### src/design/rcp_pkg.sv
// Shared types and codes for the reified cardinality propagator.
// Depends on nothing; used by the lane, front, merge and top modules.
package rcp_pkg;

	// Variables handled by one counting lane
	localparam int LANE_W = 8;
	localparam int CNT_W  = $clog2(LANE_W + 1);

	// Verdict codes
	localparam logic [1:0] V_FAIL = 2'd0;
	localparam logic [1:0] V_DONE = 2'd1;
	localparam logic [1:0] V_PEND = 2'd2;

	// Flag codes
	localparam logic [1:0] F_UNK   = 2'd0;
	localparam logic [1:0] F_FALSE = 2'd1;
	localparam logic [1:0] F_TRUE  = 2'd2;

	// Commands for the unfixed variables
	localparam logic [1:0] IMP_NONE = 2'd0;
	localparam logic [1:0] IMP_ZERO = 2'd1;
	localparam logic [1:0] IMP_ONE  = 2'd2;

	// Bound checks and narrowing that need no counts
	typedef struct packed {
		logic        fail;
		logic        done_false;
		logic [1:0]  flag;
		logic [6:0]  n;
		logic [15:0] low_min;
		logic [15:0] low_max;
		logic [15:0] up_min;
		logic [15:0] up_max;
		logic [15:0] low_max_n;
		logic [15:0] up_min_n;
	} front_t;

	// One result beat
	typedef struct packed {
		logic [1:0]  verdict;
		logic [1:0]  flag;
		logic [1:0]  impose;
		logic [15:0] low_min;
		logic [15:0] low_max;
		logic [15:0] up_min;
		logic [15:0] up_max;
	} result_t;

endpackage

### src/design/reified_cardinality_propagator_unit.sv
// Reified cardinality propagator: one propagation step per input beat, with
// a new beat taken every cycle while the input is not stalled. A beat passes
// two register stages: the lane counts and front checks are registered into
// the first stage when the beat is accepted, then the merge decision is
// registered into the output register and presented there until taken. The
// output stall holds a waiting result and, behind it, a full first stage; an
// empty first stage still takes a beat, so the stall reaches the input only
// when both stages are full.
// Depends on rcp_pkg, rcp_lane, rcp_front and rcp_merge.
module reified_cardinality_propagator_unit #(
	parameter int MAX_VARS = 64
) (
	input  logic        clk,
	input  logic        arst_n,
	input  logic        in_valid,
	output logic        in_stall,
	input  logic [63:0] fixed_mask,
	input  logic [63:0] value_mask,
	input  logic [6:0]  var_count,
	input  logic [15:0] low_min,
	input  logic [15:0] low_max,
	input  logic [15:0] up_min,
	input  logic [15:0] up_max,
	input  logic [1:0]  flag_state,
	output logic        out_valid,
	input  logic        out_stall,
	output logic [1:0]  verdict,
	output logic [1:0]  flag_result,
	output logic [1:0]  impose,
	output logic [15:0] low_min_out,
	output logic [15:0] low_max_out,
	output logic [15:0] up_min_out,
	output logic [15:0] up_max_out
);
	import rcp_pkg::*;

	localparam int NUM_LANES = (MAX_VARS + LANE_W - 1) / LANE_W;

	front_t            front;
	front_t            front_s1;
	logic [CNT_W-1:0]  ones [NUM_LANES];
	logic [CNT_W-1:0]  zeroes [NUM_LANES];
	logic [CNT_W-1:0]  ones_s1 [NUM_LANES];
	logic [CNT_W-1:0]  zeroes_s1 [NUM_LANES];
	result_t           result;
	result_t           result_s2;
	logic              valid_s1;
	logic              valid_s2;
	logic              load_s2;
	logic              adv_s1;

	// Front checks on the bounds and flag
	rcp_front #(
		.MAX_VARS(MAX_VARS)
	) u_front (
		.var_count (var_count),
		.low_min   (low_min),
		.low_max   (low_max),
		.up_min    (up_min),
		.up_max    (up_max),
		.flag_state(flag_state),
		.front     (front)
	);

	// Counting lanes side by side
	for (genvar l = 0; l < NUM_LANES; l++) begin : g_lane
		rcp_lane #(
			.BASE(l * LANE_W)
		) u_lane (
			.fixed_bits(fixed_mask[l*LANE_W +: LANE_W]),
			.value_bits(value_mask[l*LANE_W +: LANE_W]),
			.n         (front.n),
			.ones      (ones[l]),
			.zeroes    (zeroes[l])
		);
	end

	// Combine lane counts and decide
	rcp_merge #(
		.NUM_LANES(NUM_LANES)
	) u_merge (
		.front      (front_s1),
		.lane_ones  (ones_s1),
		.lane_zeroes(zeroes_s1),
		.result     (result)
	);

	// Advance a stage when the one after it is empty or moving
	assign load_s2  = !valid_s2 || !out_stall;
	assign adv_s1   = !valid_s1 || load_s2;
	assign in_stall = !adv_s1;

	always_ff @(posedge clk or negedge arst_n) begin
		if (!arst_n) begin
			valid_s1 <= 1'b0;
			valid_s2 <= 1'b0;
		end else begin
			if (adv_s1) valid_s1 <= in_valid;
			if (load_s2) valid_s2 <= valid_s1;
		end
	end

	// Capture lane counts and front checks
	always_ff @(posedge clk) begin
		if (adv_s1 && in_valid) begin
			front_s1  <= front;
			ones_s1   <= ones;
			zeroes_s1 <= zeroes;
		end
	end

	// Hold the result beat until taken
	always_ff @(posedge clk) begin
		if (load_s2 && valid_s1) begin
			result_s2 <= result;
		end
	end

	assign out_valid   = valid_s2;
	assign verdict     = result_s2.verdict;
	assign flag_result = result_s2.flag;
	assign impose      = result_s2.impose;
	assign low_min_out = result_s2.low_min;
	assign low_max_out = result_s2.low_max;
	assign up_min_out  = result_s2.up_min;
	assign up_max_out  = result_s2.up_max;

`ifndef ASSERT_OFF
	a_stall_full: assert property (@(posedge clk) disable iff (!arst_n)
		in_stall |-> (valid_s1 && valid_s2 && out_stall))
		else $error("input stalled with room in the pipeline");

	a_accept_fills: assert property (@(posedge clk) disable iff (!arst_n)
		(in_valid && !in_stall) |=> valid_s1)
		else $error("accepted beat lost from first stage");

	a_drain: assert property (@(posedge clk) disable iff (!arst_n)
		(valid_s2 && !out_stall && !valid_s1) |=> !out_valid)
		else $error("result beat repeated");

	a_fail_quiet: assert property (@(posedge clk) disable iff (!arst_n)
		(out_valid && (verdict == V_FAIL)) |-> (impose == IMP_NONE))
		else $error("command given on failure");

	a_cmd_done: assert property (@(posedge clk) disable iff (!arst_n)
		(out_valid && (impose != IMP_NONE)) |-> (verdict == V_DONE))
		else $error("command given without entailment");
`endif

endmodule

### src/design/rcp_lane.sv
// One counting lane: counts fixed ones and fixed zeroes among LANE_W variables.
// Depends on rcp_pkg.
module rcp_lane #(
	parameter int BASE = 0
) (
	input  logic [rcp_pkg::LANE_W-1:0] fixed_bits,
	input  logic [rcp_pkg::LANE_W-1:0] value_bits,
	input  logic [6:0]                 n,
	output logic [rcp_pkg::CNT_W-1:0]  ones,
	output logic [rcp_pkg::CNT_W-1:0]  zeroes
);
	import rcp_pkg::*;

	logic [LANE_W-1:0] in_use;

	// Mark the variables below the count
	always_comb begin
		for (int j = 0; j < LANE_W; j++) begin
			in_use[j] = (8'(BASE + j) < {1'b0, n});
		end
	end

	// Count ones and zeroes among the used, fixed variables
	always_comb begin
		ones   = '0;
		zeroes = '0;
		for (int j = 0; j < LANE_W; j++) begin
			ones   = ones + CNT_W'(in_use[j] & fixed_bits[j] & value_bits[j]);
			zeroes = zeroes + CNT_W'(in_use[j] & fixed_bits[j] & ~value_bits[j]);
		end
	end

endmodule

### src/design/rcp_front.sv
// Front checks: clamps the variable count, checks the intervals and applies
// the narrowing of a true flag. Depends on rcp_pkg.
module rcp_front #(
	parameter int MAX_VARS = 64
) (
	input  logic [6:0]      var_count,
	input  logic [15:0]     low_min,
	input  logic [15:0]     low_max,
	input  logic [15:0]     up_min,
	input  logic [15:0]     up_max,
	input  logic [1:0]      flag_state,
	output rcp_pkg::front_t front
);
	import rcp_pkg::*;

	logic [1:0]  flag;
	logic [15:0] lmax_n;
	logic [15:0] umin_n;

	always_comb begin
		// Treat the unused flag code as unknown
		flag = (flag_state == 2'd3) ? F_UNK : flag_state;

		// Narrow low from above and up from below when the flag is true
		lmax_n = low_max;
		umin_n = up_min;
		if (flag == F_TRUE) begin
			if (low_max > up_max) lmax_n = up_max;
			if (up_min < low_min) umin_n = low_min;
		end

		front.flag      = flag;
		front.n         = (var_count > 7'(MAX_VARS)) ? 7'(MAX_VARS) : var_count;
		front.low_min   = low_min;
		front.low_max   = low_max;
		front.up_min    = up_min;
		front.up_max    = up_max;
		front.low_max_n = lmax_n;
		front.up_min_n  = umin_n;

		// Fail on no variables or an empty interval, before or after narrowing
		front.fail = (var_count == 7'd0) || (low_min > low_max) || (up_min > up_max)
			|| ((flag == F_TRUE) && ((low_min > lmax_n) || (umin_n > up_max)));
		// Unknown flag with low above up cannot hold
		front.done_false = (flag == F_UNK) && (low_min > up_max);
	end

endmodule

### src/design/rcp_merge.sv
// Merge stage: adds the lane counts and decides verdict, flag, command and
// narrowed bounds. Depends on rcp_pkg.
module rcp_merge #(
	parameter int NUM_LANES = 8
) (
	input  rcp_pkg::front_t              front,
	input  logic [rcp_pkg::CNT_W-1:0]    lane_ones [NUM_LANES],
	input  logic [rcp_pkg::CNT_W-1:0]    lane_zeroes [NUM_LANES],
	output rcp_pkg::result_t             result
);
	import rcp_pkg::*;

	logic [6:0]  ones;
	logic [6:0]  zeroes;
	logic [16:0] ones_w;
	logic [16:0] poss_w;
	logic        has_free;
	logic [16:0] lmin_w;
	logic [16:0] lmax_w;
	logic [16:0] umin_w;
	logic [16:0] umax_w;
	logic [16:0] lmax_t;
	logic [16:0] umin_t;
	logic [16:0] lmin_f;
	logic [16:0] umax_f;
	logic        bad;

	// Add up the lane counts
	always_comb begin
		ones   = '0;
		zeroes = '0;
		for (int l = 0; l < NUM_LANES; l++) begin
			ones   = ones + 7'(lane_ones[l]);
			zeroes = zeroes + 7'(lane_zeroes[l]);
		end
	end

	assign ones_w   = {10'd0, ones};
	assign poss_w   = {10'd0, front.n} - {10'd0, zeroes};
	assign has_free = (poss_w > ones_w);
	assign lmin_w   = {1'b0, front.low_min};
	assign lmax_w   = {1'b0, front.low_max_n};
	assign umin_w   = {1'b0, front.up_min_n};
	assign umax_w   = {1'b0, front.up_max};

	// Decide the result; failure echoes the received bounds
	always_comb begin
		lmax_t = lmax_w;
		umin_t = umin_w;
		lmin_f = lmin_w;
		umax_f = umax_w;
		bad    = 1'b0;

		result.verdict = V_FAIL;
		result.flag    = front.flag;
		result.impose  = IMP_NONE;
		result.low_min = front.low_min;
		result.low_max = front.low_max;
		result.up_min  = front.up_min;
		result.up_max  = front.up_max;

		priority if (front.fail) begin
			result.verdict = V_FAIL;
		end else if (front.done_false) begin
			result.verdict = V_DONE;
			result.flag    = F_FALSE;
		end else if ((ones_w > umax_w) || (poss_w < lmin_w)) begin
			// Count cannot reach the bounds
			if (front.flag != F_TRUE) begin
				result.verdict = V_DONE;
				result.flag    = F_FALSE;
				result.low_max = lmax_w[15:0];
				result.up_min  = umin_w[15:0];
			end
		end else if ((ones_w >= lmax_w) && (poss_w <= umin_w)) begin
			// Count is certain to lie within the bounds
			if (front.flag != F_FALSE) begin
				result.verdict = V_DONE;
				result.flag    = F_TRUE;
				result.low_max = lmax_w[15:0];
				result.up_min  = umin_w[15:0];
			end
		end else if (front.flag == F_TRUE) begin
			priority if ((ones_w == umax_w) && has_free) begin
				result.verdict = V_DONE;
				result.impose  = IMP_ZERO;
				result.low_max = lmax_w[15:0];
				result.up_min  = umin_w[15:0];
			end else if ((poss_w == lmin_w) && has_free) begin
				result.verdict = V_DONE;
				result.impose  = IMP_ONE;
				result.low_max = lmax_w[15:0];
				result.up_min  = umin_w[15:0];
			end else begin
				// Tighten low from above and up from below by the counts
				if (lmax_w > poss_w) lmax_t = poss_w;
				if (umin_w < ones_w) umin_t = ones_w;
				if (!((lmin_w > lmax_t) || (umin_t > umax_w))) begin
					result.verdict = V_PEND;
					result.low_max = lmax_t[15:0];
					result.up_min  = umin_t[15:0];
				end
			end
		end else if (front.flag == F_FALSE) begin
			priority if (((ones_w + 17'd1) == lmin_w) && (poss_w <= umin_w) && has_free) begin
				result.verdict = V_DONE;
				result.impose  = IMP_ZERO;
			end else if ((poss_w == (umin_w + 17'd1)) && (ones_w >= lmax_w) && has_free) begin
				result.verdict = V_DONE;
				result.impose  = IMP_ONE;
			end else begin
				// Keep up below the possible count while low is already met
				if (lmax_w <= ones_w) begin
					if (poss_w == 17'd0) begin
						bad = 1'b1;
					end else begin
						if (umax_w > (poss_w - 17'd1)) umax_f = poss_w - 17'd1;
						if (umin_w > umax_f) bad = 1'b1;
					end
				end
				// Push low above the fixed ones while up is already met
				if (umin_w >= poss_w) begin
					if (lmin_w < (ones_w + 17'd1)) lmin_f = ones_w + 17'd1;
					if (lmin_f > lmax_w) bad = 1'b1;
				end
				if (!bad) begin
					result.verdict = V_PEND;
					result.low_min = lmin_f[15:0];
					result.up_max  = umax_f[15:0];
				end
			end
		end else begin
			result.verdict = V_PEND;
		end
	end

endmodule

### config.mk
export PLATFORM = sky130hd
export DESIGN_NAME = reified_cardinality_propagator_unit
export DESIGN_NICKNAME = d
export VERILOG_FILES = /design/src/design/rcp_pkg.sv /design/src/design/reified_cardinality_propagator_unit.sv /design/src/design/rcp_lane.sv /design/src/design/rcp_front.sv /design/src/design/rcp_merge.sv
export SDC_FILE = /design/constraint.sdc
export NUM_CORES = 1
export LEC_CHECK = 0
export ABC_AREA = 1
export BUFFER_PORTS_ARGS = -buffer_cell sky130_fd_sc_hd__clkbuf_2
export CELL_PAD_IN_SITES_DETAIL_PLACEMENT = 1
export CELL_PAD_IN_SITES_GLOBAL_PLACEMENT = 1
export CORE_MARGIN = 4
export CORE_UTILIZATION = 45
export DETAILED_ROUTE_END_ITERATION = 6
export GPL_ROUTABILITY_DRIVEN = 0
export MAX_ROUTING_LAYER = met4
export PLACE_DENSITY = 0.81
export SYNTH_ARGS = -nofsm -noshare
export SYNTH_HDL_FRONTEND = slang
export SYNTH_HIERARCHICAL = 1
export SYNTH_SLANG_ARGS = --single-unit
### constraint.sdc
create_clock -name clk -period 9 [get_ports clk]
set_input_delay 1.8 -clock clk [delete_from_list [all_inputs] [get_ports clk]]
set_output_delay 1.8 -clock clk [all_outputs]
set_load 0.01 [all_outputs]
==> summary.md <==
| Metric | Value |
|---|---|
| Status | `finished clean` |
| Via count | `25731` |
| Post-Layout Cell Count | `4549` |
| Vias per Instance | `5.656` |
| DRT Wirelength | `101900 um` |
| Placed cell count | `4488` |
| Post-DRT Antenna Nets | `0` |
| Mean area per synthesized cell | `7.560 um2` |
| # setup viols final | `0` |
| Max-Cap Viols | `0` |
| Row count | `89` |
| Crit path max-delay family | `adder cells` |
| Critical path launch point type | `register` |
| CP arrival | `8.95 ns` |
| Vias in the first global route | `26835` |
| Post-synth EDFFs | `241` |
| Bufs and invs on worst path | `6` |
| Synth Instances | `3573` |
| Largest family of logic cells by synthesized area | `simple AND/OR/NAND/NOR gates` |
| Crit. End Element | `register` |
| I/O Buffers | `276` |
| Overall die area | `64010 um2` |
| Slowest stage delay, CP | `0.56 ns` |
| Area after DPL | `28660 um2` |
| Clock Tree Root | `clkbuf_16` |
| Distinct cells, synth | `65` |
| Syn_nets | `4235` |
| Area grow syn2layout | `9.745%` |
| Die Y | `253.0 um` |
| Fraction of layout cells with a size suffix above 1 | `12.09%` |
| 1st-iter DRT viols | `2201` |
| Worst path required time | `9.33 ns` |
| Routed WL per cell | `22.39 um` |
| Worst Skew | `0.02913 ns` |
| Top-count cell post-synth | `nand2_1` |
| CP most frequent cell | `inv_1` |
| Fillers | `7587` |
| Cts bufs inserted | `29` |
| Finished Cell Area | `29650 um2` |
| Largest net degree at the start of global routing | `92` |
| Final Hold Viols | `0` |
| Worst Hold Class | `reg2reg` |
| Xor and xnor area share after synthesis | `1.417%` |
| Die X | `253.0 um` |
| Io pins | `277` |
| Post-synthesis mux area share | `0.03705%` |
| Clk buf depth | `3` |
| YS warnings | `6` |
| Share of flip-flops with an asynchronous set or reset | `0.8230%` |
| Least-Margin Pin Slew | `1.217 ns` |
| Initial antenna violation count | `5` |
| Post-synth top cells | `nand2_1 (880), inv_1 (628), ha_1 (342)` |
| Tcrit/Tclk final | `95.79%` |
| Primary FF master, synth | `edfxtp_1` |
| Drt pass-1 iters | `7` |
| First-pass GRT wire length | `154800 um` |
| Fmax | `116.0 MHz` |
| Final net count | `4412` |
| Core region area | `59240 um2` |
| Post-Synth Adder-Cell Area | `24.36%` |
| Post-Synth Simple-Gate Area | `26.26%` |
| Worst-path clk slew | `0.07 ns` |
| Hold slack | `0.5394 ns` |
| Slowest CP cell | `fa_1` |
| Leading area contributor after synthesis | `edfxtp_1` |
| Final HPWL DP | `79330 um` |
| # clock sinks | `243` |
| GRT Total Usage | `32.03%` |
| Seq/Total Area, Yosys | `26.98%` |
| Post-synth top area share | `26.79%` |
| Relative slew slack | `18.84%` |
| Syn Std Cell Area | `27010 um2` |
| Unrepaired setup endpoints after global routing | `false` |
| Finished Core Util | `50.04%` |
| Synth Area in Compound Gates | `8.360%` |
| Synth area leaders | `edfxtp_1 (27%), ha_1 (16%), nand2_1 (12%)` |
| TritonCTS clock tree | `done` |
| DRC violations left | `0` |
| Initial core utilization | `45.60%` |
| Worst skew pair latency | `0.59 ns` |
| H-tree depth | `1` |
| #FFs+latches synth | `243` |
| WS Path Type | `reg2reg` |
| Pins Over Slew Limit | `0` |
| Remaining Overflow, GRT | `0` |
| Crit-path max FO | `16` |
| Final Critical Period | `8.621 ns` |
[tightest hold or removal path: stages, from the launching register on]
cell and delay [ns]:
dfrtp_1 0.36, nand3_2 0.08, nand2_1 0.07
[metal layers]
layer,track usage (%),wire length [um],vias to the layer above
met4,13.44,5405,0
met1,39.77,40860,12548
met3,4.694,7413,274
li1,-,-,11898
met5,-,0,-
met2,52.58,48180,1011
[path summary, 6_finish.rpt]
| check | slack (ns) | start | endpoint | depth (start not counted) |
|---|---|---|---|---|
| setup / recovery | 0.38 | ones_s1[1] | low_min_out[3] | 33 |
| hold / removal | 0.54 | valid_s1 | valid_s1 | 2 |
| setup reg to reg | 0.38 | ones_s1[1] | low_min_out[3] | 33 |
| hold reg to reg | 0.54 | valid_s1 | valid_s1 | 2 |
| max in group asynchronous | 7.92 | arst_n | out_valid | 1 |
| min in group asynchronous | 0.98 | arst_n | valid_s1 | 1 |
[cell type report]
cell class,count,area [um2],area share (%)
Antenna cell,5,12.51,0.04220
Timing Repair Buffer,310,1640,5.533
Multi-Input combinational cell,2524,16450,55.48
Clock inverter,18,125.1,0.4220
Clock buffer,34,744.5,2.511
Tap cell,773,967.2,3.262
Sequential cell,243,7287,24.58
Inverter,642,2421,8.167
[flip-flops by register name, summed over array words and instances, names as in the netlist]
register	count
up_min_out	16
flag_result	2
zeroes_s1	32
impose	2
low_min_out	16
ones_s1	32
low_max_out	16
valid_s1	1
out_valid	1
front_s1	107
up_max_out	16
verdict	2
[placed cells by master (no fill, tap or decap), types with 22 or more instances in the layout]
cell type    n
inv_1      625
a21oi_1    159
a31oi_1     23
edfxtp_1   241
clkbuf_16   29
buf_4       33
nand4_1     70
xnor2_1     22
ha_1       341
o21ai_0     97
nand2_1    878
clkbuf_2   276
nor3_1      38
fa_1       115
nor2_1     298
nand3_1    254
[logic make-up (layout without fill, tap and decap cells)]
logic type | count (synthesis) | in the layout
AOI/OAI and AO/OA | 391 | 391
xor gates and xnor gates | 42 | 42
adders and majority gates | 457 | 457
buffers and inverters | 806 | 1004
DFF | 243 | 243
muxes | 1 | 1
other | 0 | 5
and+or+nand+nor | 1633 | 1633
[stage by stage]
stage / setup slack (ns) / TNS [ns]
2_1_floorplan: 1.567 / 0
3_3_place_gp: 0.1152 / 0
3_5_place_dp: -0.08614 / -0.08614
4_1_cts: 0.006799 / 0
5_1_grt: 0.02345 / 0
6_report: 0.3787 / 0
[what timing repair did]
item                                    CTS  global route
pin swaps                                 0             1
hold buffers                              0             0
endpoints found under the setup margin    6            25
setup buffers                             0             4
resized for setup                         1            14
Power is left out: the tool's default activity adds up to more than one toggle a clock period on the data nets, which glitch-free logic cannot reach.
